==> config.mk <==
export PLATFORM = sky130hd
export DESIGN_NAME = mds_to_bin
export DESIGN_NICKNAME = d
export VERILOG_FILES = /design/src/rtl/mds_pkg.sv /design/src/rtl/mds_to_bin.sv
export SDC_FILE = /design/constraint.sdc
export NUM_CORES = 1
export LEC_CHECK = 0
export BUFFER_PORTS_ARGS = -buffer_cell sky130_fd_sc_hd__buf_2
export CAP_MARGIN = 40
export CORE_MARGIN = 2
export CORE_UTILIZATION = 60
export CTS_CLUSTER_DIAMETER = 120
export DETAILED_ROUTE_END_ITERATION = 7
export GPL_ROUTABILITY_DRIVEN = 0
export PLACE_DENSITY = 0.8
export SLEW_MARGIN = 20
export SYNTH_ARGS = -nofsm -noshare
export SYNTH_HDL_FRONTEND = slang
export SYNTH_SLANG_ARGS = --single-unit
==> constraint.sdc <==
create_clock -name clk -period 14.6 [get_ports clk]
set_clock_uncertainty 0.2 [all_clocks]
set_input_delay 2.92 -clock clk [delete_from_list [all_inputs] [get_ports clk]]
set_output_delay 2.92 -clock clk [all_outputs]
set_load 0.05 [all_outputs]
==> src/rtl/mds_pkg.sv <==
package mds_pkg;

  localparam int SEED_W     = 24;
  localparam int NEXT_W     = 27;
  localparam int SQ_W       = 48;
  localparam int MAX_DIGITS = 7;
  localparam int DIGITS     = 14;
  localparam int WIN_DIGITS = 8;
  localparam int HALF_W     = 14;
  localparam int DAB_STEPS  = 8;
  localparam int DAB_STAGES = SQ_W / DAB_STEPS;

  localparam logic [SEED_W-1:0] SEED_MAX = 24'd9999999;
  localparam logic [HALF_W-1:0] HALF_SCALE = 14'd10000;

  localparam logic [SEED_W-1:0] POW10_SEED [MAX_DIGITS] = '{
    24'd1, 24'd10, 24'd100, 24'd1000, 24'd10000, 24'd100000, 24'd1000000
  };

  typedef logic [DIGITS-1:0][3:0]     bcd_t;
  typedef logic [WIN_DIGITS-1:0][3:0] win_t;

  typedef struct packed {
    logic       valid;
    logic [2:0] n;
  } mds_ctl_t;

endpackage

==> src/rtl/mds_to_bin.sv <==
module mds_to_bin import mds_pkg::*; (
  input  logic              clk,
  input  logic              rst_n,
  input  logic              valid_i,
  input  win_t              win_i,
  output logic              valid_o,
  output logic [NEXT_W-1:0] value_o
);

  logic              valid_h_r;
  logic [HALF_W-1:0] lo_r;
  logic [HALF_W-1:0] hi_r;
  logic [HALF_W-1:0] lo_nxt;
  logic [HALF_W-1:0] hi_nxt;
  logic              valid_r;
  logic [NEXT_W-1:0] value_r;
  logic [NEXT_W-1:0] value_nxt;

  // two four-digit halves, then hi * 10^4 + lo
  always_comb begin
    lo_nxt = HALF_W'(win_i[0]) + HALF_W'(win_i[1]) * 14'd10
           + HALF_W'(win_i[2]) * 14'd100 + HALF_W'(win_i[3]) * 14'd1000;
    hi_nxt = HALF_W'(win_i[4]) + HALF_W'(win_i[5]) * 14'd10
           + HALF_W'(win_i[6]) * 14'd100 + HALF_W'(win_i[7]) * 14'd1000;
    value_nxt = NEXT_W'(hi_r) * NEXT_W'(HALF_SCALE) + NEXT_W'(lo_r);
  end

  always_ff @(posedge clk) begin
    if (!rst_n) begin
      valid_h_r <= 1'b0;
      valid_r   <= 1'b0;
    end else begin
      valid_h_r <= valid_i;
      valid_r   <= valid_h_r;
    end
  end

  always_ff @(posedge clk) begin
    lo_r    <= lo_nxt;
    hi_r    <= hi_nxt;
    value_r <= value_nxt;
  end

  assign valid_o = valid_r;
  assign value_o = value_r;

endmodule

==> out/metrics.yaml <==
global_routing:
  grtUsageMet2_pct: 34.5
  grt_busiest_layer: "met2"
  grt_pass1_vias: 4967
  grt_use_met1_pct: 25.9
  grt_max_degree: 10
  gr-total-overflow: 0
  grt_pass1_wl_um: 21100
  grt_use_met3_pct: 3.97
  grt_use_total_pct: 20.1
  antenna_found_initial: 0
drt:
  drtAntennaViolNets: 0
  drc: 0
  first_iter_violations: 130
  num_vias: 4982
  routedWlPerCell_um: 12.1
  avgViaCountPerCell: 5.03
  first_pass_iters: 4
  totalWireLength_um: 12000
sta:
  period_minus_slack_ns: 6.67
  timing.fmax_mhz: 150
  slew_violations: 0
  hold_viol_final: 0
  finalSetupViolations: 0
  rsz0062_at_grt: "false"
  setup_tns_ns: 0
  worst_slew_pin_slew_ns: 0.503
  post-route-period-util_pct: 45.7
  max-slew-margin-rel_pct: 66.4
yosys:
  synth_fa_ha_area_share_pct: 47.2
  avgSynthCellArea_um2: 9.46
  synthDistinctLibCells: 56
  yosys.area_share.xor_xnor_pct: 7.94
  synthSimpleGateAreaFrac_pct: 7.22
  ys_warn_count: 0
  yosys_most_used_dff: "dfxtp_1"
  synth_area_leaders: "ha_1, fa_1, dfxtp_1, inv_1, xnor2_1"
  synth_area_mm2: 0.00728
  synth-seq-cells: 57
  synth_mux_area_share_pct: 0.413
  synth_top_family_by_area: "adder cells"
  syn_inst: 769
  synth.largest_area_cell: "ha_1"
  synth_compound_area_share_pct: 12.3
  synth_seq_area_share_pct: 15.7
  synth_edf_count: 0
  syn_nets: 1040
  synthArstFlopShare_pct: 0
  yosysTopAreaCellShare_pct: 29.6
die:
  die_h_um: 114
  initial_core_util_pct: 61.1
  dieArea_mm2: 0.0130
  die_w_um: 114
  std_cell_rows: 40
  coreArea_mm2: 0.0119
  io_pins: 63
cells_and_area:
  diodes: 0
  drive_above_1_share_pct: 11.4
  nNetsFinal: 1110
  n_fill_cell: 939
  layout.cells.most_common: "inv_1"
  areaGrowthSynthToFinish_pct: 10.4
  final_cell_mix: "inv_1, ha_1, fa_1"
clock_tree:
  cts.repair.resized: 0
  cts_setup_buffers: 0
  cts_max_level: 3
  clk_pin_slew_ns: 0.05
  clk_latency_ns: 0.34
  cts_buffer_depth: 2
  cts_hold_buf: 0
  cts_root_buf: "clkbuf_16"
  cts_tree: "yes"
  numCtsBuffers: 9
  cts_sinks: 57
worst_setup_path:
  cp.required_ns: 14.62
  path_class: "input port to flop"
  cp-end-kind: "flop"
  start_kind: "input port"
  crit_path_max_fanout: 6
  arrival_ns: 6.69
placement:
  hpwl_um: 10600
  io_buffers: 62
run:
  cap_violations: 0
min_path:
  hold_class: "flop to flop"
run_status:
  outcome: "finished clean"
==> worst paths after layout <==
path	start	endpoint	slack, ns	cells after the start
setup / recovery	win_i[14]	lo_r[13]	7.93	16
hold / removal	lo_r[0]	value_o[0]	0.12	0
setup reg to reg	hi_r[5]	value_o[23]	9.03	19
hold reg to reg	lo_r[0]	value_o[0]	0.12	0
==> state kept, by name, indices dropped and copies added (netlist names) <==
| name | count |
|---|---|
| value_o | 27 |
| hi_r | 14 |
| lo_r | 14 |
| valid_h_r | 1 |
| valid_o | 1 |
==> synthesized netlist by cell type (all sizes together) (8+ instances only) <==
cell type,n
o21ai,32
a21o,18
xor2,17
fa,64
a21oi,42
xnor2,49
ha,172
inv,176
nand3,10
nand2b,9
dfxtp,57
nand2,20
nor2b,12
nor3,8
nor2,21
==> logic make-up (layout without fill, tap and decap cells) <==
family	after synthesis	count (layout)
multiplexers	3	3
buffers and inverters	179	253
AO/OA/AOI/OAI	134	134
flip-flops	57	57
XOR/XNOR	66	66
AND/OR/NAND/NOR	94	94
adder cells (fa/ha/maj)	236	236
==> through the flow <==
stage	setup WS, ns	hold slack (ns)	util (%)	std cells	instance area (µm²)
6_report	7.93	0.124	67.5	990	8040
3_3_place_gp	7.66	0.112	65.1	975	7760
5_1_grt	7.74	0.130	67.5	990	8040
3_5_place_dp	7.59	0.115	65.1	975	7760
4_1_cts	7.94	0.128	67.5	990	8040
2_1_floorplan	7.97	0.110	-	769	7280
==> worst max-delay path, cell delays in order <==
cell	delay [ns]
buf_2	0.15
ha_1	0.28
inv_1	0.05
fa_1	0.50
fa_1	0.55
inv_1	0.05
fa_1	0.43
ha_1	0.31
ha_1	0.32
a21boi_1	0.14
o21ai_0	0.17
nand2b_1	0.12
a21o_1	0.20
a21oi_1	0.21
o21ai_0	0.15
xnor2_1	0.14
==> routing by layer <==
layer	vias to the layer above	share of wire [%]	routed length, µm
met1	2251	49	5820
met4	0	1.4	163
met2	64	47	5630
li1	2653	-	-
met5	-	0	0
met3	14	3.1	371
==> final cells by class <==
type,instances,area [µm²],area share (%)
flip-flops and latches,57,1140,14.2
clock buffers,11,233,2.90
inverters,176,661,8.22
multi-input cells,533,5460,68.0
repair buffers,62,310,3.86
clock inverters,4,45.0,0.560
well taps,147,184,2.29
Power is left out: the tool's default activity adds up to more than one toggle a clock period on the data nets, which glitch-free logic cannot reach.
