[src/rtl/mds_pkg.sv]
package mds_pkg;

  localparam int SEED_W     = 24;
  localparam int NEXT_W     = 27;
  localparam int SQ_W       = 48;
  localparam int MAX_DIGITS = 7;
  localparam int DIGITS     = 14;
  localparam int WIN_DIGITS = 8;
  localparam int HALF_W     = 14;
  localparam int DAB_STEPS  = 8;
  localparam int DAB_STAGES = SQ_W / DAB_STEPS;

  localparam logic [SEED_W-1:0] SEED_MAX = 24'd9999999;
  localparam logic [HALF_W-1:0] HALF_SCALE = 14'd10000;

  localparam logic [SEED_W-1:0] POW10_SEED [MAX_DIGITS] = '{
    24'd1, 24'd10, 24'd100, 24'd1000, 24'd10000, 24'd100000, 24'd1000000
  };

  typedef logic [DIGITS-1:0][3:0]     bcd_t;
  typedef logic [WIN_DIGITS-1:0][3:0] win_t;

  typedef struct packed {
    logic       valid;
    logic [2:0] n;
  } mds_ctl_t;

endpackage

[src/rtl/mds_bcd_stage.sv]
module mds_bcd_stage import mds_pkg::*; (
  input  logic            clk,
  input  logic            rst_n,
  input  mds_ctl_t        ctl_i,
  input  logic [SQ_W-1:0] bin_i,
  input  bcd_t            bcd_i,
  output mds_ctl_t        ctl_o,
  output logic [SQ_W-1:0] bin_o,
  output bcd_t            bcd_o
);

  mds_ctl_t        ctl_r;
  logic [SQ_W-1:0] bin_r;
  logic [SQ_W-1:0] bin_nxt;
  bcd_t            bcd_r;
  bcd_t            bcd_nxt;

  // shift-and-add-3, one binary bit per step
  always_comb begin
    bcd_nxt = bcd_i;
    bin_nxt = bin_i;
    for (int s = 0; s < DAB_STEPS; s++) begin
      for (int j = 0; j < DIGITS; j++) begin
        if (bcd_nxt[j] >= 4'd5) bcd_nxt[j] = bcd_nxt[j] + 4'd3;
      end
      {bcd_nxt, bin_nxt} = {bcd_nxt, bin_nxt} << 1;
    end
  end

  always_ff @(posedge clk) begin
    ctl_r.n <= ctl_i.n;
    bin_r   <= bin_nxt;
    bcd_r   <= bcd_nxt;
    if (!rst_n) begin
      ctl_r.valid <= 1'b0;
    end else begin
      ctl_r.valid <= ctl_i.valid;
    end
  end

  assign ctl_o = ctl_r;
  assign bin_o = bin_r;
  assign bcd_o = bcd_r;

endmodule

[config.mk]
export PLATFORM = sky130hd
export DESIGN_NAME = mds_bcd_stage
export DESIGN_NICKNAME = d
export VERILOG_FILES = /design/src/rtl/mds_pkg.sv /design/src/rtl/mds_bcd_stage.sv
export SDC_FILE = /design/constraint.sdc
export NUM_CORES = 1
export LEC_CHECK = 0
export BUFFER_PORTS_ARGS = -buffer_cell sky130_fd_sc_hd__buf_2
export CAP_MARGIN = 15
export CORE_ASPECT_RATIO = 1.4
export CORE_UTILIZATION = 45
export CTS_BUF_LIST = sky130_fd_sc_hd__clkbuf_8
export DETAILED_ROUTE_END_ITERATION = 6
export GPL_TIMING_DRIVEN = 0
export MAX_ROUTING_LAYER = met4
export PLACE_DENSITY_LB_ADDON = 0.05
export SLEW_MARGIN = 20
export SYNTH_ARGS = -nofsm -noshare
export SYNTH_HDL_FRONTEND = slang
export SYNTH_SLANG_ARGS = --single-unit
[constraint.sdc]
create_clock -name clk -period 16.1 [get_ports clk]
set_input_delay 0.805 -clock clk [delete_from_list [all_inputs] [get_ports clk]]
set_output_delay 0.805 -clock clk [all_outputs]
set_load 0.02 [all_outputs]
==> metrics.md <==
| Metric | Value |
|---|---|
| Gpl congestion | roughly 0.9 |
| Port Buf Inserts | slightly below 200 |
| Final min period | around 7800 ps |
| Die height | ~230 µm |
| Pin count of the biggest net entering global routing | 21 |
| Clock buffer depth | 2 |
| Max frequency | 128 MHz |
| PostCTS Resize Cnt | 0 |
| CP max-delay cell | maj3_1 |
| Total CTS buffers | 9 |
| Met2 WL | 24.1 mm |
| Post-DRT Antenna Nets | 0 |
| Outcome | finished clean |
| Post-Syn Area | between 15000 and 20000 µm² |
| Post-synthesis simple-gate area fraction | 0.236 |
| Worst-path maximum fanout | 10 |
| Layout cells sized above 1 | 0.179 |
| Post-CTS setup buffers | 0 |
| Clk slew on worst S/H paths | between 100 and 150 ps |
| DR DRC count | 0 |
| Post-Place Cells | between 3k and 4k |
| Max Slew Vio Count | 0 |
| Area of the die | approximately 39000 µm² |
| # hold bufs at CTS | 0 |
| Largest family of logic cells by synthesized area | compound AO/OA/AOI/OAI gates |
| Register bit total from synthesis | 100 |
| Number of diodes | 0 |
| Worst path most repeated cell | ha_1 |
| Area delta synth->final | 10.6% |
| Main synth FF type | dfxtp_1 |
| Mapped Cells | around 2.4k |
| Die Span X | about 170 µm |
| Asr flop ratio synth | 0 |
| Netlist cell types | about 120 |
| Crit path required time | about 16000 ps |
| Nets@finish | around 2.8k |
| CORE AREA | about 38000 µm² |
| Final hold viol count | 0 |
| Complex-gate fraction of the synthesized area | 0.409 |
| DR vias/cell | 6.07 |
| Initial antenna violation count | 0 |
| Setup TNS | 0 ps |
| Metal1 wirelength | 20.3 mm |
| EDFF count, synth | 0 |
| Hold Startpoint | bin_i[14] |
| Adder-cell share of the synthesized area | 0.0682 |
| Delay of the slowest critical-path stage | 360 ps |
| Via count | between 15k and 20k |
| Slew at the pin closest to its max-slew limit | 776 ps |
| Yosys warnings | 0 |
| Ports | around 220 |
| Slew HR | 0.477 |
| Initial Util | 0.457 |
| Met3 WL | approximately 1.1 mm |
| Hold crit path type | primary input to register |
| H-tree levels | 3 |
| Worst hold margin | between 400 and 500 ps |
| Avg WL per Cell | ~15 µm |
| Num rows | 84 |
| Critical Path AT | ~8100 ps |
| Critical Path Source Type | primary input |
| CTS tree | done |
| Fillers | 3820 |
| Grt ovf | 0 |
| Crit path capture type | register |
| Final period utilization | 0.486 |
| Hold Path End | bin_o[22] |
| Syn_area_per_cell | ~7.2 µm² |
| GRT Overall Usage | 0.233 |
| Final setup vio count | 0 |
| Setup CP Type | primary input to register |
| Final WL | between 40 and 50 mm |
| Seq/Total Area, Yosys | 0.117 |
| TritonCTS Sinks | 100 |
| HPWL after DPL | 37.3 mm |
| Clk root buf | clkbuf_8 |
| Fin cells | roughly 3.1k |
| MaxCap Viol Count | 0 |
| Post-synthesis mux area share | 0.0754 |
| Hold Crit Depth | 1 |
| First DRT Iteration DRCs | ~1.1k |
| Top sig layer | met4 |
| First-pass GRT wire length | slightly below 80 mm |
| Post-Synth XOR/XNOR Area | 0.0420 |
| First-pass DRT Iterations | 5 |
| Number of global-route vias before repair | 17.1k |
| RSZ-0062 raised after global routing | no |
cells in the mapped netlist (25+ instances only):
master / instances / share of area
a211o_1: 25 / 0.013
a211oi_1: 50 / 0.022
a21o_1: 42 / 0.018
a21oi_1: 163 / 0.047
a31oi_1: 42 / 0.015
and2_1: 45 / 0.016
buf_2: 35 / 0.010
clkbuf_1: 39 / 0.0085
dfxtp_1: 100 / 0.12
ha_1: 84 / 0.061
inv_1: 113 / 0.025
mux2_2: 41 / 0.027
mux2i_1: 69 / 0.040
nand2_1: 208 / 0.045
nand2b_1: 49 / 0.018
nand3_1: 67 / 0.020
nor2_1: 179 / 0.039
nor2b_1: 29 / 0.011
nor3_1: 74 / 0.022
o211ai_1: 43 / 0.019
o21a_1: 32 / 0.014
o21ai_0: 151 / 0.044
o21ai_1: 47 / 0.014
or3_1: 33 / 0.012
xnor2_1: 38 / 0.019
through the flow:
stage,cell area (µm²),worst slack (ps),utilization
floorplan,17200,9100,-
global placement,18800,8070,0.499
detailed placement,18800,7990,0.500
CTS,19000,8390,0.505
global route,19000,7540,0.505
finish,19000,8280,0.505
area by class of cell:
type | count | area [µm²] | area share
Timing Repair Buffer | 200 | 1000 | 0.0527
Sequential cell | 100 | 2000 | 0.105
Multi-Input combinational cell | 2070 | 14300 | 0.753
Clock inverter | 7 | 80.1 | 0.00421
Clock buffer | 9 | 124 | 0.00652
Inverter | 123 | 462 | 0.0243
Buffer | 91 | 439 | 0.0231
Tap cell | 473 | 592 | 0.0311
state kept, by name, summed over array words and instances, names as in the netlist:
| signal | flops |
|---|---|
| bin_o | 40 |
| ctl_o | 4 |
| bcd_o | 56 |
cell families after synthesis:
| group | Yosys count |
|---|---|
| compound gates | 962 |
| simple gates | 817 |
| buf+inv | 214 |
| mux | 119 |
| flops | 100 |
| fa+ha+maj | 96 |
| xor+xnor | 68 |
| other cells | 1 |
worst max-delay path: cells and delay by family:
family | cells | cell delay, ps
AO/OA/AOI/OAI | 13 | 3290
adder cells (fa/ha/maj) | 6 | 1460
AND/OR/NAND/NOR | 4 | 1000
buffers and inverters | 8 | 930
multiplexers | 1 | 350
XOR/XNOR | 1 | 280
worst max-delay path by stage:
stage / from / to / slack, ps / depth (start not counted)
2_1_floorplan: bcd_i[13] / bcd_o[24] / 9100 / 32
3_3_place_gp: bcd_i[12] / bcd_o[24] / 8070 / 33
3_5_place_dp: bcd_i[13] / bcd_o[24] / 7990 / 33
4_1_cts: bcd_i[13] / bcd_o[24] / 8390 / 33
5_1_grt: bcd_i[12] / bcd_o[24] / 7540 / 33
6_report: bcd_i[12] / bcd_o[24] / 8280 / 33
metal layers:
metal  up-vias  global-route usage
met2       350               0.439
met5         -                   -
met3        68              0.0159
met4         0              0.0702
met1      8696               0.262
li1       9540                   -
layout by cell type (no fill, tap or decap), types with 41 or more instances in the layout:
cell type / synthesis / layout
nand2b_1: 49 / 49
a21oi_1: 163 / 163
dfxtp_1: 100 / 100
ha_1: 84 / 84
a211oi_1: 50 / 50
nand2_1: 208 / 208
nand3_1: 67 / 67
inv_1: 113 / 113
buf_2: 35 / 235
o21ai_0: 151 / 151
and2_1: 45 / 45
nor3_1: 74 / 74
a31oi_1: 42 / 42
mux2_2: 41 / 41
nor2_1: 179 / 179
o21ai_1: 47 / 47
mux2i_1: 69 / 69
o211ai_1: 43 / 43
a21o_1: 42 / 42
Power is left out: the tool's default activity adds up to more than one toggle a clock period on the data nets, which glitch-free logic cannot reach.
