## config.mk

```make
export PLATFORM = sky130hd
export DESIGN_NAME = mds_window
export DESIGN_NICKNAME = d
export VERILOG_FILES = /design/src/rtl/mds_pkg.sv /design/src/rtl/mds_window.sv
export SDC_FILE = /design/constraint.sdc
export NUM_CORES = 1
export LEC_CHECK = 0
export BUFFER_PORTS_ARGS = -buffer_cell sky130_fd_sc_hd__buf_2
export CORE_MARGIN = 2
export CORE_UTILIZATION = 58
export CTS_CLUSTER_DIAMETER = 80
export CTS_CLUSTER_SIZE = 12
export DETAILED_ROUTE_END_ITERATION = 8
export GPL_TIMING_DRIVEN = 0
export PLACE_DENSITY = 0.84
export SYNTH_ARGS = -nofsm -noshare
export SYNTH_HDL_FRONTEND = slang
export SYNTH_SLANG_ARGS = --single-unit
```

## constraint.sdc

```tcl
create_clock -name clk -period 6.2 [get_ports clk]
set_input_delay 1.24 -clock clk [delete_from_list [all_inputs] [get_ports clk]]
set_output_delay 1.24 -clock clk [all_outputs]
set_load 0.02 [all_outputs]
```

## src/rtl/mds_pkg.sv

```systemverilog
package mds_pkg;

  localparam int SEED_W     = 24;
  localparam int NEXT_W     = 27;
  localparam int SQ_W       = 48;
  localparam int MAX_DIGITS = 7;
  localparam int DIGITS     = 14;
  localparam int WIN_DIGITS = 8;
  localparam int HALF_W     = 14;
  localparam int DAB_STEPS  = 8;
  localparam int DAB_STAGES = SQ_W / DAB_STEPS;

  localparam logic [SEED_W-1:0] SEED_MAX = 24'd9999999;
  localparam logic [HALF_W-1:0] HALF_SCALE = 14'd10000;

  localparam logic [SEED_W-1:0] POW10_SEED [MAX_DIGITS] = '{
    24'd1, 24'd10, 24'd100, 24'd1000, 24'd10000, 24'd100000, 24'd1000000
  };

  typedef logic [DIGITS-1:0][3:0]     bcd_t;
  typedef logic [WIN_DIGITS-1:0][3:0] win_t;

  typedef struct packed {
    logic       valid;
    logic [2:0] n;
  } mds_ctl_t;

endpackage

```

## src/rtl/mds_window.sv

```systemverilog
module mds_window import mds_pkg::*; (
  input  logic     clk,
  input  logic     rst_n,
  input  mds_ctl_t ctl_i,
  input  bcd_t     bcd_i,
  output logic     valid_o,
  output win_t     win_o
);

  mds_ctl_t   ctl_r;
  bcd_t       bcd_r;
  logic [3:0] d_r;
  logic [3:0] d_nxt;
  logic [3:0] len;
  logic [3:0] n4;
  logic [3:0] k;
  logic [3:0] top;
  logic       short_win;
  logic [3:0] p;
  logic [3:0] w;
  logic [3:0] idx;
  logic       valid_r;
  win_t       win_r;
  win_t       win_nxt;

  // digit count of the square, then d = L - n
  always_comb begin
    len = 4'd1;
    for (int j = 0; j < DIGITS; j++) begin
      if (bcd_i[j] != 4'd0) len = 4'(j + 1);
    end
    d_nxt = (len >= {1'b0, ctl_i.n}) ? len - {1'b0, ctl_i.n} : 4'd0;
  end

  // first window starts at floor(d/2); it is short when n > 1 and its top digit is zero
  always_comb begin
    n4        = {1'b0, ctl_r.n};
    k         = {1'b0, d_r[3:1]};
    top       = k + n4 - 4'd1;
    short_win = (ctl_r.n != 3'd1) && (bcd_r[top] == 4'd0);
    p         = k;
    w         = n4;
    if (short_win) begin
      if (d_r[0]) begin
        p = k + 4'd1;
      end else begin
        p = (d_r >= 4'd2) ? k - 4'd1 : 4'd0;
        w = n4 + 4'd1;
      end
    end
    for (int i = 0; i < WIN_DIGITS; i++) begin
      idx        = p + 4'(i);
      win_nxt[i] = (4'(i) < w) ? bcd_r[idx] : 4'd0;
    end
  end

  always_ff @(posedge clk) begin
    ctl_r.n <= ctl_i.n;
    bcd_r   <= bcd_i;
    d_r     <= d_nxt;
    win_r   <= win_nxt;
    if (!rst_n) begin
      ctl_r.valid <= 1'b0;
      valid_r     <= 1'b0;
    end else begin
      ctl_r.valid <= ctl_i.valid;
      valid_r     <= ctl_r.valid;
    end
  end

  assign valid_o = valid_r;
  assign win_o   = win_r;

endmodule

```

==> summary.md <==
| Metric | Value |
|---|---|
| Post-Syn Area | 6010 um^2 |
| Post-synth ARST share | 0% |
| Final setup viols | 0 |
| Overflow after GRT | 0 |
| Final wirelength | 20880 um |
| Overall Power | 3.598 mW |
| CP max stage delay | 0.57 ns |
| Detail Placement HPWL | 16380 um |
| Post-Syn Instances | 648 |
| Reg clk slew, reported paths | 0.12 ns |
| CP Cell Sequence | buf_2 > inv_1 > ha_1 > inv_1 > fa_1 > or4_1 > nor4_1 > a41oi_1 > and4_1 > buf_2 > o31a_1 > nor2_8 > inv_4 > buf_6 > buf_4 > buf_2 > ha_1 > xnor2_1 > clkbuf_2 > nor2_1 > a22o_1 > a211oi_1 > a211oi_1 |
| Number of flops mapped to enable cells by yosys | 0 |
| Power Density | 522.6 nW/um^2 |
| Drt pass-1 iters | 7 |
| CP max stage cell | fa_1 |
| Worst vdd ir | 0.2844 mV |
| Fmax | 167.3 MHz |
| Synth Register Bits | 97 |
| Skew final | 0.02273 ns |
| FF-to-FF setup slack | 0.22 ns |
| # hold bufs at CTS | 0 |
| GPL Wtd Cong | 1.039 |
| Worst hold path class | flop to flop |
| Initial Util | 59.00% |
| CP required | 6.46 ns |
| Die X | 105.8 um |
| Setup crit start kind | flop |
| Arr. time, crit path | 6.23 ns |
| Core region area | 10180 um^2 |
| Initial antenna violation count | 0 |
| Largest cells by area after synthesis | dfxtp_1 (32%), mux2i_1 (13%), mux2_2 (5.2%) |
| CTS HTree Levels | 3 |
| # IOs | 95 |
| Syn nets | 730 |
| Final period utilization | 96.39% |
| # Max-Cap Violations | 0 |
| Synth area leader | dfxtp_1 |
| Mapped Avg Cell Area | 9.274 um^2 |
| Synth unique cells | 69 |
| # DRC | 0 |
| Largest net degree at the start of global routing | 20 |
| R2R Path End | win_o[26] |
| Area of the multi-input gates | 3791 um^2 |
| Clk Latency, worst-skew pair | 0.39 ns |
| Measured slew at the worst slew-check pin | 0.9210 ns |
| Port bufs | 94 |
| Commonest non-fill, non-tap cell in the layout | buf_2 |
| Layout cells sized above 1 | 24.37% |
| Final hold violations | 0 |
| N_diodes | 0 |
| Clk root buf | clkbuf_8 |
| Clock buffer count from CTS | 9 |
| Synth Warn # | 0 |
| Commonest cells after routing, fill and taps aside | buf_2 (103), dfxtp_1 (96), mux2i_1 (77) |
| Register-to-Register Path Depth | 23 |
| Gr usage total | 37.65% |
| DR vias | 5977 |
| RR Startpoint | ctl_r[2] |
| Total negative slack | 0 ns |
| Global-route wire length before repair | 31910 um |
| Nets | 836 |
| Clock sinks | 97 |
| Status | finished, final reports clean |
| Setup crit start | ctl_r[2] |
| Die Area | 11190 um^2 |
| FF+latch area | 1943 um^2 |
| Cell Rows | 37 |
| Worst hold margin | 0.4523 ns |
| Die Ht | 105.8 um |
| Final core utilization | 67.60% |
| RSZ-0062 raised after global routing | false |
| Iter 0 DRT Violations | 630 |
| Cell mode on critical path | buf_2 |
| Worst-case clock buffer depth | 2 |
| Area delta synth->final | 14.57% |
| Vias in the first global route | 5724 |
| Crit Path Class | flop to flop |
| Layout fillers | 842 |
| WL/cell | 23.33 um |
| Hold path depth | 1 |
| Avg Vias per Cell | 6.678 |
| CP Max Fanout | 13 |
| Static Leakage | 3.006 nW |
| CP endpoint kind | flop |
| Slew Limit Headroom | 37.95% |
| ANT nets after route | 0 |
| Sequential share of the synthesized area | 32.31% |
| Post-synth top flop | dfxtp_1 |
| Share of the synthesized area in the top cell type | 32.31% |
| CTS tree | yes |
| Post-route minimum period | 5.976 ns |
| Max-slew violation count | 0 |
| Setup crit end | win_o[26] |
[flip-flops by register name, indices dropped and copies added (netlist names)]
| name | count |
|---|---|
| win_o | 32 |
| ctl_r | 4 |
| valid_o | 1 |
| bcd_r | 56 |
| d_r | 4 |
[worst max-delay path, delay by kind of cell, from the launching register on]
kind	cells	cell delay (ns)
simple gates	5	1.25
xor+xnor	1	0.28
compound gates	5	1.15
fa+ha+maj	3	1.17
flops	1	0.32
buf+inv	9	1.69
[routing by layer]
metal  part of all wire (%)  track usage [%]  up-vias
met5                      0                0        -
met4                    5.6            20.96        0
li1                       -                -     2656
met2                     45            58.80      425
met1                     38            48.61     2805
met3                     11            7.607       91
[synth_stat cells, drive strengths merged (8+ instances only)]
cell type,number
xnor2,8
mux2i,79
nor3,13
inv,20
nor4,19
clkbuf,15
nand2,61
o211ai,8
ha,18
mux2,30
dfxtp,97
a22o,13
a211oi,19
o21ai,11
a21oi,29
buf,18
a22oi,10
and2,8
nand3,8
o22ai,15
nor2,47
[metrics by stage]
stage	cells	area [um^2]	setup WS, ns
after floorplan	648	6010	0.6871
after global placement	878	6650	-0.1823
after detailed placement	878	6650	-0.3996
after CTS	892	6839	0.002165
after global routing	895	6885	0.007864
final	895	6885	0.2241
[worst min path at each step]
stage,endpoint,from,slack (ns)
6_report,valid_o,ctl_r[3],0.45
5_1_grt,valid_o,ctl_r[3],0.50
4_1_cts,valid_o,ctl_r[3],0.46
3_5_place_dp,valid_o,ctl_r[3],0.43
3_3_place_gp,valid_o,ctl_r[3],0.42
2_1_floorplan,valid_o,ctl_r[3],0.41
[power breakdown]
| part | internal (mW) | leakage [nW] | switching (mW) |
|---|---|---|---|
| clock network | 0.157 | 0.0926 | 0.265 |
| logic | 0.980 | 2.10 | 1.41 |
| registers | 0.733 | 0.813 | 0.0567 |
| total | 1.87 | 3.01 | 1.73 |
[repair_timing]
| action | in CTS | in global routing |
|---|---|---|
| buffers inserted | 0 | 3 |
| gates resized for setup | 1 | 12 |
| endpoints found under the setup margin | 10 | 18 |
| pin swaps | 0 | 0 |
[cell type report]
type / count / area share (%)
Clock inverter: 7 / 1.036
Multi-Input combinational cell: 497 / 55.06
Timing Repair Buffer: 97 / 7.160
Inverter: 21 / 1.381
Tap cell: 136 / 2.471
Buffer: 31 / 2.871
Sequential cell: 97 / 28.22
Clock buffer: 9 / 1.799
[kinds of logic (layout without fill, tap and decap cells)]
logic type	after synthesis	after routing	share of synthesized area, %
AO/OA/AOI/OAI	158	158	19.03
XOR/XNOR	10	10	1.770
adder cells (fa/ha/maj)	20	20	4.414
buffers and inverters	54	165	4.851
flip-flops	97	97	32.31
multiplexers	115	115	21.24
AND/OR/NAND/NOR	194	194	16.39
(Power assumes the default switching activity.)
