File: src/rtl/mds_pkg.sv
package mds_pkg;

  localparam int SEED_W     = 24;
  localparam int NEXT_W     = 27;
  localparam int SQ_W       = 48;
  localparam int MAX_DIGITS = 7;
  localparam int DIGITS     = 14;
  localparam int WIN_DIGITS = 8;
  localparam int HALF_W     = 14;
  localparam int DAB_STEPS  = 8;
  localparam int DAB_STAGES = SQ_W / DAB_STEPS;

  localparam logic [SEED_W-1:0] SEED_MAX = 24'd9999999;
  localparam logic [HALF_W-1:0] HALF_SCALE = 14'd10000;

  localparam logic [SEED_W-1:0] POW10_SEED [MAX_DIGITS] = '{
    24'd1, 24'd10, 24'd100, 24'd1000, 24'd10000, 24'd100000, 24'd1000000
  };

  typedef logic [DIGITS-1:0][3:0]     bcd_t;
  typedef logic [WIN_DIGITS-1:0][3:0] win_t;

  typedef struct packed {
    logic       valid;
    logic [2:0] n;
  } mds_ctl_t;

endpackage

File: src/rtl/mds_front.sv
module mds_front import mds_pkg::*; (
  input  logic              clk,
  input  logic              rst_n,
  input  logic              in_valid,
  input  logic [SEED_W-1:0] seed,
  output mds_ctl_t          ctl_o,
  output logic [SQ_W-1:0]   sq_o
);

  logic              valid_a_r;
  logic [SEED_W-1:0] x_a_r;
  logic [SEED_W-1:0] x_nxt;
  mds_ctl_t          ctl_b_r;
  logic [2:0]        n_nxt;
  logic [SQ_W-1:0]   sq_b_r;
  logic [SQ_W-1:0]   sq_nxt;

  always_comb begin
    x_nxt = (seed > SEED_MAX) ? SEED_MAX : seed;
  end

  // digit count of the seed, zero counts as one digit
  always_comb begin
    n_nxt = 3'd1;
    for (int i = 1; i < MAX_DIGITS; i++) begin
      if (x_a_r >= POW10_SEED[i]) n_nxt = n_nxt + 3'd1;
    end
    sq_nxt = SQ_W'(x_a_r) * SQ_W'(x_a_r);
  end

  always_ff @(posedge clk) begin
    x_a_r     <= x_nxt;
    ctl_b_r.n <= n_nxt;
    sq_b_r    <= sq_nxt;
    if (!rst_n) begin
      valid_a_r     <= 1'b0;
      ctl_b_r.valid <= 1'b0;
    end else begin
      valid_a_r     <= in_valid;
      ctl_b_r.valid <= valid_a_r;
    end
  end

  assign ctl_o = ctl_b_r;
  assign sq_o  = sq_b_r;

endmodule

File: config.mk
export PLATFORM = sky130hd
export DESIGN_NAME = mds_front
export DESIGN_NICKNAME = d
export VERILOG_FILES = /design/src/rtl/mds_pkg.sv /design/src/rtl/mds_front.sv
export SDC_FILE = /design/constraint.sdc
export NUM_CORES = 1
export LEC_CHECK = 0
export BUFFER_PORTS_ARGS = -buffer_cell sky130_fd_sc_hd__buf_2
export CAP_MARGIN = 5
export CORE_MARGIN = 2
export CORE_UTILIZATION = 38
export CTS_CLUSTER_DIAMETER = 200
export DETAILED_ROUTE_END_ITERATION = 10
export HOLD_SLACK_MARGIN = 0.15
export SYNTH_ARGS = -nofsm -noshare
export SYNTH_HDL_FRONTEND = slang
export SYNTH_SLANG_ARGS = --single-unit
File: constraint.sdc
create_clock -name clk -period 6.7 [get_ports clk]
set_clock_uncertainty 0.15 [all_clocks]
set_input_delay 0.335 -clock clk [delete_from_list [all_inputs] [get_ports clk]]
set_output_delay 0.335 -clock clk [all_outputs]
set_load 0.03 [all_outputs]
==> results of run 1 <==
synthesized netlist by cell type (all sizes together), types with 4 or more instances:
library cell,n,share of area
a21oi,35,0.0093
dfxtp,76,0.081
or4,4,0.0020
and2,142,0.047
a21o,26,0.010
o211ai,5,0.0020
nand3,7,0.0019
nand2b,20,0.0071
nand4,6,0.0020
ha,180,0.12
o21bai,8,0.0032
a31oi,10,0.0033
nor2,36,0.0076
fa,434,0.46
xor2,18,0.0084
nand2,164,0.033
nor2b,12,0.0040
and3,5,0.0017
or3,6,0.0020
clkbuf,64,0.013
inv,594,0.12
a211oi,11,0.0044
xnor2,37,0.017
o21ai,34,0.0091
nor3,9,0.0024
mux2,4,0.0030
critical path, cell delays in order (launching register included):
cell	delay, ns
dfxtp_4	0.39
buf_6	0.15
and2_1	0.14
buf_4	0.13
fa_1	0.56
inv_2	0.05
fa_1	0.55
inv_2	0.05
fa_1	0.46
fa_1	0.51
fa_1	0.44
fa_1	0.54
inv_1	0.05
fa_1	0.49
inv_2	0.05
ha_4	0.26
nand4_1	0.11
inv_2	0.11
nand3_4	0.08
o211ai_1	0.52
a2111oi_4	0.21
o41ai_4	0.44
buf_4	0.17
xor2_1	0.13
layout make-up:
cell class	count	area [um^2]
Sequential cell	76	1603
Clock buffer	10	239.0
Inverter	594	2230
Multi-Input combinational cell	1261	15700
Tap cell	664	830.8
Fill cell	4507	24180
Clock inverter	6	71.32
Timing Repair Buffer	483	3998
worst paths after layout:
check / start / to / slack, ns / cells past startpoint
hold reg to reg: valid_a_r / ctl_o[3] / 0.28 / 1
hold / removal: valid_a_r / ctl_o[3] / 0.28 / 1
setup / recovery: x_a_r[6] / sq_o[42] / -0.10 / 23
setup reg to reg: x_a_r[6] / sq_o[42] / -0.10 / 23
layer usage:
layer  vias up  GRT usage
met5         -          0
li1       6721          -
met1      7444     0.2339
met4         2    0.08383
met2       315     0.3889
met3       108    0.03031
stage by stage:
| stage | utilization | TNS [ns] | cells | cell area [um^2] | setup WS [ns] |
|---|---|---|---|---|---|
| 2_1_floorplan | - | -0.03805 | 1997 | 19040 | -0.03805 |
| 3_3_place_gp | 0.4535 | -6.538 | 2963 | 22150 | -0.5058 |
| 3_5_place_dp | 0.4535 | -7.460 | 2963 | 22150 | -0.5646 |
| 4_1_cts | 0.4886 | -0.4560 | 3061 | 23870 | -0.1170 |
| 5_1_grt | 0.5050 | -2.980 | 3094 | 24670 | -0.3009 |
| 6_report | 0.5050 | -0.3145 | 3094 | 24670 | -0.1047 |
cells by family (layout without fill, tap and decap cells):
family / Yosys count / count (layout) / share of synthesized area
and+or+nand+nor: 424 / 424 / 0.1160
muxes: 6 / 6 / 0.004068
other: 1 / 1 / 0.0001999
xor gates and xnor gates: 55 / 55 / 0.02568
AOI/OAI and AO/OA: 161 / 161 / 0.05716
buffers and inverters: 660 / 1093 / 0.1327
adders and majority gates: 614 / 614 / 0.5832
DFF: 76 / 76 / 0.08110
state kept, by name, indices dropped and copies added (netlist names):
name	flops
valid_a_r	1
x_a_r	24
ctl_o	4
sq_o	47
what timing repair did:
action | 4_1_cts | 5_1_grt
buffers inserted | 56 | 38
gates cloned | 2 | 1
resized for setup | 188 | 151
hold buffers | 27 | 0
setup endpoints to repair | 22 | 20
hold endpoints to repair | 26 | 0
pin swaps | 127 | 103
==> results.md, run 1 <==
* Final setup viols at 6
* Crit path launch type: flop
* Vias in the first global route at 16,124
* First-pass GRT wire length at between 80,000 and 90,000 um
* Final Cycle Share at 1.016
* TritonCTS buffer count at 9
* Antenna cells at 0
* Clock-pin slew on the worst setup and hold paths at approximately 0.070 ns
* Clock latency on the worst-skew pair at about 0.39 ns
* Final hold slack at 0.2845 ns
* Fin nets at 3,066
* Seq cells post-synth at 76
* WL met1 at around 19,000 um
* Post-Syn Instances at about 2,000
* Core ar. at around 0.049 mm^2
* Met3 WL at just over 2000 um
* Root buffer cell: clkbuf_16
* Tot GR Track Use at 0.2072
* Remaining global-route overflow at 0
* Area growth syn-to-layout at 31.49%
* Detail Placement HPWL at slightly above 40,000 um
* Die span in y at around 230 um
* Initial antenna violation count at 1
* Setup ws final at -0.1047 ns
* Commonest non-fill, non-tap cell in the layout: inv_1
* Final count of hold timing violations at 0
* Syn. warnings at 0
* Slew HR at 0.5861
* IO Count at 79
* Die Width at approximately 230 um
* Routability cong. at around 0.87
* Mapped Area at 0.01876 mm^2
* Max_cap viols at 0
* Slew @ Worst Pin at between 0.6 and 0.7 ns
* Die area at 0.05116 mm^2
* Fmax at 0.1470 GHz
* Largest net degree at the start of global routing at 20
* Max Buffers Root-to-Sink at 2
* Post-synthesis sequential area ratio at 0.08110
* H-tree depth at 3
* Aggregate routed wire length at 51,050 um
* Share of layout cells above drive strength 1 at 0.3021
* CP required at 6.87 ns
* Kind of critical path: flop to flop
* Min cycle time layout at approximately 6.8 ns
* Row count at just over 80
* Detail Route Antenna Nets at 0
* Post-synth ARST share at 0
* Failing checks: negative setup slack
* Iter 0 DRT Violations at between 500 and 600
* Outcome: finished, violations left
* Port bufs at between 70 and 80
* Vias/cell at ~4.7
* Via count at ~15,000
* CP Data Arrival Time at 6.97 ns
* Post-synth EDFFs at 0
* Worst-path maximum fanout at 6
* CP Capture Type: flop
* RSZ-0062 raised after global routing: true
* Distinct cells, synth at 60
* Top layer in use: met5
* Clock Sinks at 76
* Max-slew violation count at 0
* Pre-antenna DRT Iters at 5
* Detailed-route DRC error count at 0
* Syn_nets at approximately 2,600
* Path type of the worst min-delay path: flop to flop
* Most frequent cells in the layout: 547 x inv_1, 401 x fa_1, 313 x buf_4
* Top_reg_cell synth: dfxtp_1
* CTS tree: done
* DR WL/cell at ~16 um
* Starting density of the core at 0.3840
* Length of routed met2 wiring at roughly 28,000 um
* Mean Syn Cell Area at roughly 9.4 um^2
Power of run 1 is left out: the tool's default activity adds up to more than one toggle a clock period on the data nets, which glitch-free logic cannot reach.
==> inputs of run 2 (changes only) <==
==> constraint.sdc (replaced) <==
create_clock -name clk -period 6.3 [get_ports clk]
set_clock_uncertainty 0.15 [all_clocks]
set_input_delay 0.315 -clock clk [delete_from_list [all_inputs] [get_ports clk]]
set_output_delay 0.315 -clock clk [all_outputs]
set_load 0.03 [all_outputs]
==> results.md, run 2 (synthesis gave the netlist of run 1 again) <==
* Outcome: finished, violations left
* Remaining global-route overflow at 0
* Kind of critical path: flop to flop
* Clock latency on the worst-skew pair at 0.39 ns
* Vias in the first global route at around 17,000
* Tot GR Track Use at 0.2140
* CTS tree: done
* Area growth syn-to-layout at 32.99%
* IO Count at 79
* RSZ-0062 raised after global routing: true
* H-tree depth at 3
* Fmax at approximately 0.15 GHz
* First-pass GRT wire length at 83,610 um
* Area of the multi-input gates at ~0.016 mm^2
* Starting density of the core at 0.3840
* Hold Crit Endpoint: ctl_o[3]
* Final setup viols at 23
* Via count at 14,692
* Clock-pin slew on the worst setup and hold paths at ~0.07 ns
* Buf/Inv on CP at 6
* Hold depth at 1
* Die area at between 0.05 and 0.06 mm^2
* Antenna cells at 0
* Flip-flop count of the largest register after layout at 47
* Aggregate routed wire length at between 50,000 and 60,000 um
* Final Cycle Share at 1.086
* Flop2flop setup slack at -0.54 ns
* Fin nets at ~3,100
* Crit path largest cell delay at between 0.5 and 0.6 ns
* Max-slew violation count at 0
* Max Buffers Root-to-Sink at 2
* Root buffer cell: clkbuf_16
* Vias/cell at ~4.7
* Detailed-route DRC error count at 0
* Slew HR at 0.5267
* CP Data Arrival Time at around 7.0 ns
* Depth of the most critical reg-to-reg path at 23
* Die span in y at about 230 um
* CP required at 6.43 ns
* Fillers at ~4,500
* Clock Sinks at 76
* Port bufs at between 70 and 80
* Storage element area at about 0.0016 mm^2
* Commonest non-fill, non-tap cell in the layout: inv_1
* Crit path max-delay cell type: fa_1
* Routability cong. at approximately 0.92
* Min cycle time layout at between 6 and 7 ns
* Core ar. at 0.04885 mm^2
* Pre-antenna DRT Iters at 4
* Max_cap viols at 0
* CP Capture Type: flop
* Initial antenna violation count at 0
* CP dominant cell by count: fa_1
* Worst-path maximum fanout at 6
* Final core utilization at 0.5107
* Final hold slack at approximately 0.28 ns
* Crit path launch type: flop
* Most frequent cells in the layout: 542 x inv_1, 401 x fa_1, 337 x buf_4
* Row count at a little over 80
* Failing checks: negative setup slack
* DR WL/cell at 16.73 um
* TritonCTS buffer count at 9
* Final count of hold timing violations at 0
* CP Cell Sequence: buf_12, buf_12, and2_4, fa_1, inv_2, fa_1, inv_2, fa_1, ha_2, ha_4, fa_1, fa_1, ha_1, and3_4, nor3b_4, o31ai_2, buf_4, buf_6, o211ai_1, a21bo_2, a221o_1, a2111oi_4, a211oi_2
* Detail Placement HPWL at 43,150 um
* Iter 0 DRT Violations at 623
* Slew @ Worst Pin at around 0.71 ns
* Critical path's top delay family: adder cells
* Die Width at approximately 230 um
* Setup ws final at -0.5390 ns
* R2r endpoint: sq_o[40]
* RR Startpoint: x_a_r[7]
* Largest net degree at the start of global routing at 17
* Detail Route Antenna Nets at 0
* Hold path startpoint: valid_a_r
* Share of layout cells above drive strength 1 at 0.3150
* Path type of the worst min-delay path: flop to flop
==> run 2: area by class of cell <==
class                   instances  area share
well taps                     664     0.03330
clock inverters                 5    0.002457
repair buffers                513      0.1696
inverters                     594     0.08937
flip-flops and latches         76     0.06439
multi-input cells            1261      0.6316
clock buffers                  11    0.009328
==> run 2: worst max-delay path by stage <==
stage,startpoint,endpoint,slack (ns),cells past startpoint
2_1_floorplan,x_a_r[6],sq_o[39],-0.24,26
3_3_place_gp,x_a_r[1],sq_o[39],-0.75,23
3_5_place_dp,x_a_r[1],sq_o[40],-0.85,23
4_1_cts,x_a_r[1],sq_o[40],-0.50,23
5_1_grt,x_a_r[2],sq_o[40],-0.72,25
6_report,x_a_r[7],sq_o[40],-0.54,23
==> run 2: through the flow <==
step,setup WS [ns],setup TNS (ns),instance area [um^2],std cells
6_report,-0.5390,-7.051,24950,3124
3_3_place_gp,-0.7492,-14.20,22610,2994
2_1_floorplan,-0.2408,-1.203,19440,1997
4_1_cts,-0.4990,-6.510,24480,3111
3_5_place_dp,-0.8520,-15.08,22610,2994
5_1_grt,-0.7163,-12.09,24950,3124
==> run 2: repair_timing <==
item,4_1_cts,5_1_grt
hold buffers,27,0
gates cloned,2,1
gates resized for setup,189,112
setup buffers,72,17
hold endpoints to repair,26,0
pin swaps,106,92
setup endpoints to repair,29,32
==> run 2: worst register-to-register path, cell delays in order (launching register included) <==
cell       delay (ns)
dfxtp_4          0.37
buf_12           0.15
buf_12           0.14
and2_4           0.17
fa_1             0.52
inv_2            0.04
fa_1             0.53
inv_2            0.05
fa_1             0.54
ha_2             0.30
ha_4             0.23
fa_1             0.51
fa_1             0.50
ha_1             0.33
and3_4           0.19
nor3b_4          0.15
o31ai_2          0.29
buf_4            0.20
buf_6            0.11
o211ai_1         0.23
a21bo_2          0.29
a221o_1          0.36
a2111oi_4        0.33
a211oi_2         0.06
==> run 2: layer usage <==
metal  vias to the layer above  global-route usage  part of all wire
li1                       6764                   -                 -
met1                      7500              0.2496              0.38
met2                       330              0.3881              0.53
met3                        98             0.03422             0.045
met4                         0             0.09062             0.042
met5                         -                   0                 0
Power of run 2 is left out for the same reason.
==> inputs of run 3 (changes only) <==
==> constraint.sdc (replaced) <==
create_clock -name clk -period 6.3 [get_ports clk]
set_clock_uncertainty 0.15 [all_clocks]
set_input_delay 0.63 -clock clk [delete_from_list [all_inputs] [get_ports clk]]
set_output_delay 0.63 -clock clk [all_outputs]
set_load 0.03 [all_outputs]
==> results.md, run 3 (synthesis gave the netlist of run 1 again) <==
* Initial antenna violation count at 0
* Antenna cells at 0
* Aggregate routed wire length at around 52,000 um
* TritonCTS buffer count at 9
* DR WL/cell at between 15 and 20 um
* Most frequent cells in the layout: 542 x inv_1, 401 x fa_1, 337 x buf_4
* Port bufs at 77
* Die span in y at ~230 um
* Max_cap viols at 0
* Die area at a little over 0.05 mm^2
* IO Count at 79
* Max Buffers Root-to-Sink at 2
* Path type of the worst min-delay path: flop to flop
* Flip-flop count of the largest register after layout at 47
* Setup ws final at -0.5389 ns
* Iter 0 DRT Violations at between 600 and 700
* Remaining global-route overflow at 0
* Slew @ Worst Pin at about 0.71 ns
* Outcome: finished, violations left
* Failing checks: negative setup slack
* Fmax at approximately 0.15 GHz
* Die Width at between 200 and 250 um
* Cell area after layout at ~0.025 mm^2
* Via count at 14,485
* Routability cong. at 0.9192
* Fin nets at between 3,000 and 4,000
* Share of layout cells above drive strength 1 at 0.3185
* CTS tree: done
* Final core utilization at 0.5052
* Pre-antenna DRT Iters at 5
* Vias in the first global route at about 16,000
* Detail Route Antenna Nets at 0
* Max-slew violation count at 0
* Tot GR Track Use at 0.2125
* Final setup viols at 22
* H-tree depth at 3
* CP Data Arrival Time at just under 7 ns
* Row count at 81
* Clock latency on the worst-skew pair at slightly below 0.4 ns
* RSZ-0062 raised after global routing: true
* Worst-path maximum fanout at 6
* CP required at 6.42 ns
* Starting density of the core at 0.3840
* Crit path launch type: flop
* First-pass GRT wire length at 82,980 um
* CP Capture Type: flop
* Clock Sinks at 76
* Cell count after placement at about 3,000
* Vias/cell at 4.677
* Post-Place Cell Area at between 0.02 and 0.025 mm^2
* Setup WS pre-CTS at -0.8520 ns
* Final count of hold timing violations at 0
* Area growth syn-to-layout at 31.55%
* Commonest non-fill, non-tap cell in the layout: inv_1
* Detail Placement HPWL at 43,150 um
* Detailed-route DRC error count at 0
* Largest net degree at the start of global routing at 17
* Min cycle time layout at roughly 6.8 ns
* Non-Filler Instances at 3,097
* Slew HR at 0.5257
* Core ar. at between 0.04 and 0.05 mm^2
* Fillers at 4,535
* Kind of critical path: flop to flop
* Clock-pin slew on the worst setup and hold paths at roughly 0.070 ns
* Root buffer cell: clkbuf_16
* Final Cycle Share at 1.086
==> run 3: cell count changes in the layout (fill, tap and decap cells not counted), sizes merged <==
| cell | previous run | this run |
|---|---|---|
| dlygate4sd3 | 27 | 0 |
==> run 3: through the flow <==
stage	hold WS (ns)	TNS, ns
floorplan	0.2393	-1.203
global placement	0.2669	-14.20
detailed placement	0.2783	-15.08
CTS	0.2670	-6.510
global route	0.2697	-12.09
finish	0.2799	-6.969
==> run 3: area by class of cell <==
| class | instances | area (um^2) | area share |
|---|---|---|---|
| multi-input combinational | 1261 | 15760 | 0.6385 |
| timing repair buffer | 486 | 3960 | 0.1605 |
| inverter | 594 | 2230 | 0.09035 |
| sequential | 76 | 1607 | 0.06510 |
| tap | 664 | 830.8 | 0.03366 |
| clock buffer | 11 | 232.7 | 0.009430 |
| clock inverter | 5 | 61.31 | 0.002484 |
==> run 3: timing repair <==
| item | 4_1_cts | 5_1_grt |
|---|---|---|
| cloned | 2 | 1 |
| gates resized for setup | 189 | 112 |
| setup endpoints to repair | 29 | 32 |
| endpoints found under the hold margin | 0 | 0 |
| hold buffers | 0 | 0 |
| buffers inserted | 72 | 17 |
| pin swaps | 106 | 92 |
==> run 3: critical path, stage by stage (launching register included) <==
cell and delay, ns:
dfxtp_4 0.36, buf_12 0.15, buf_12 0.14, and2_4 0.17, fa_1 0.52, inv_2 0.04
fa_1 0.53, inv_2 0.05, fa_1 0.54, ha_2 0.30, ha_4 0.23, fa_1 0.51
fa_1 0.50, ha_1 0.33, and3_4 0.19, nor3b_4 0.15, o31ai_2 0.29, buf_4 0.20
buf_6 0.10, o211ai_1 0.23, a21bo_2 0.29, a221o_1 0.36, a2111oi_4 0.33, a211oi_2 0.06
==> run 3: final timing paths <==
kind / from / to / slack (ns) / cells past startpoint
min reg2reg: valid_a_r / ctl_o[3] / 0.28 / 1
max: x_a_r[7] / sq_o[40] / -0.54 / 23
min: valid_a_r / ctl_o[3] / 0.28 / 1
max reg2reg: x_a_r[7] / sq_o[40] / -0.54 / 23
==> run 3: routing by layer <==
metal  share of wire  GRT usage  vias to the layer above
met1            0.38     0.2490                     7363
met5               0          0                        -
met3           0.045    0.03383                       99
met2            0.53     0.3844                      305
met4           0.042    0.08913                        0
li1                -          -                     6718
Power of run 3 is left out for the same reason.
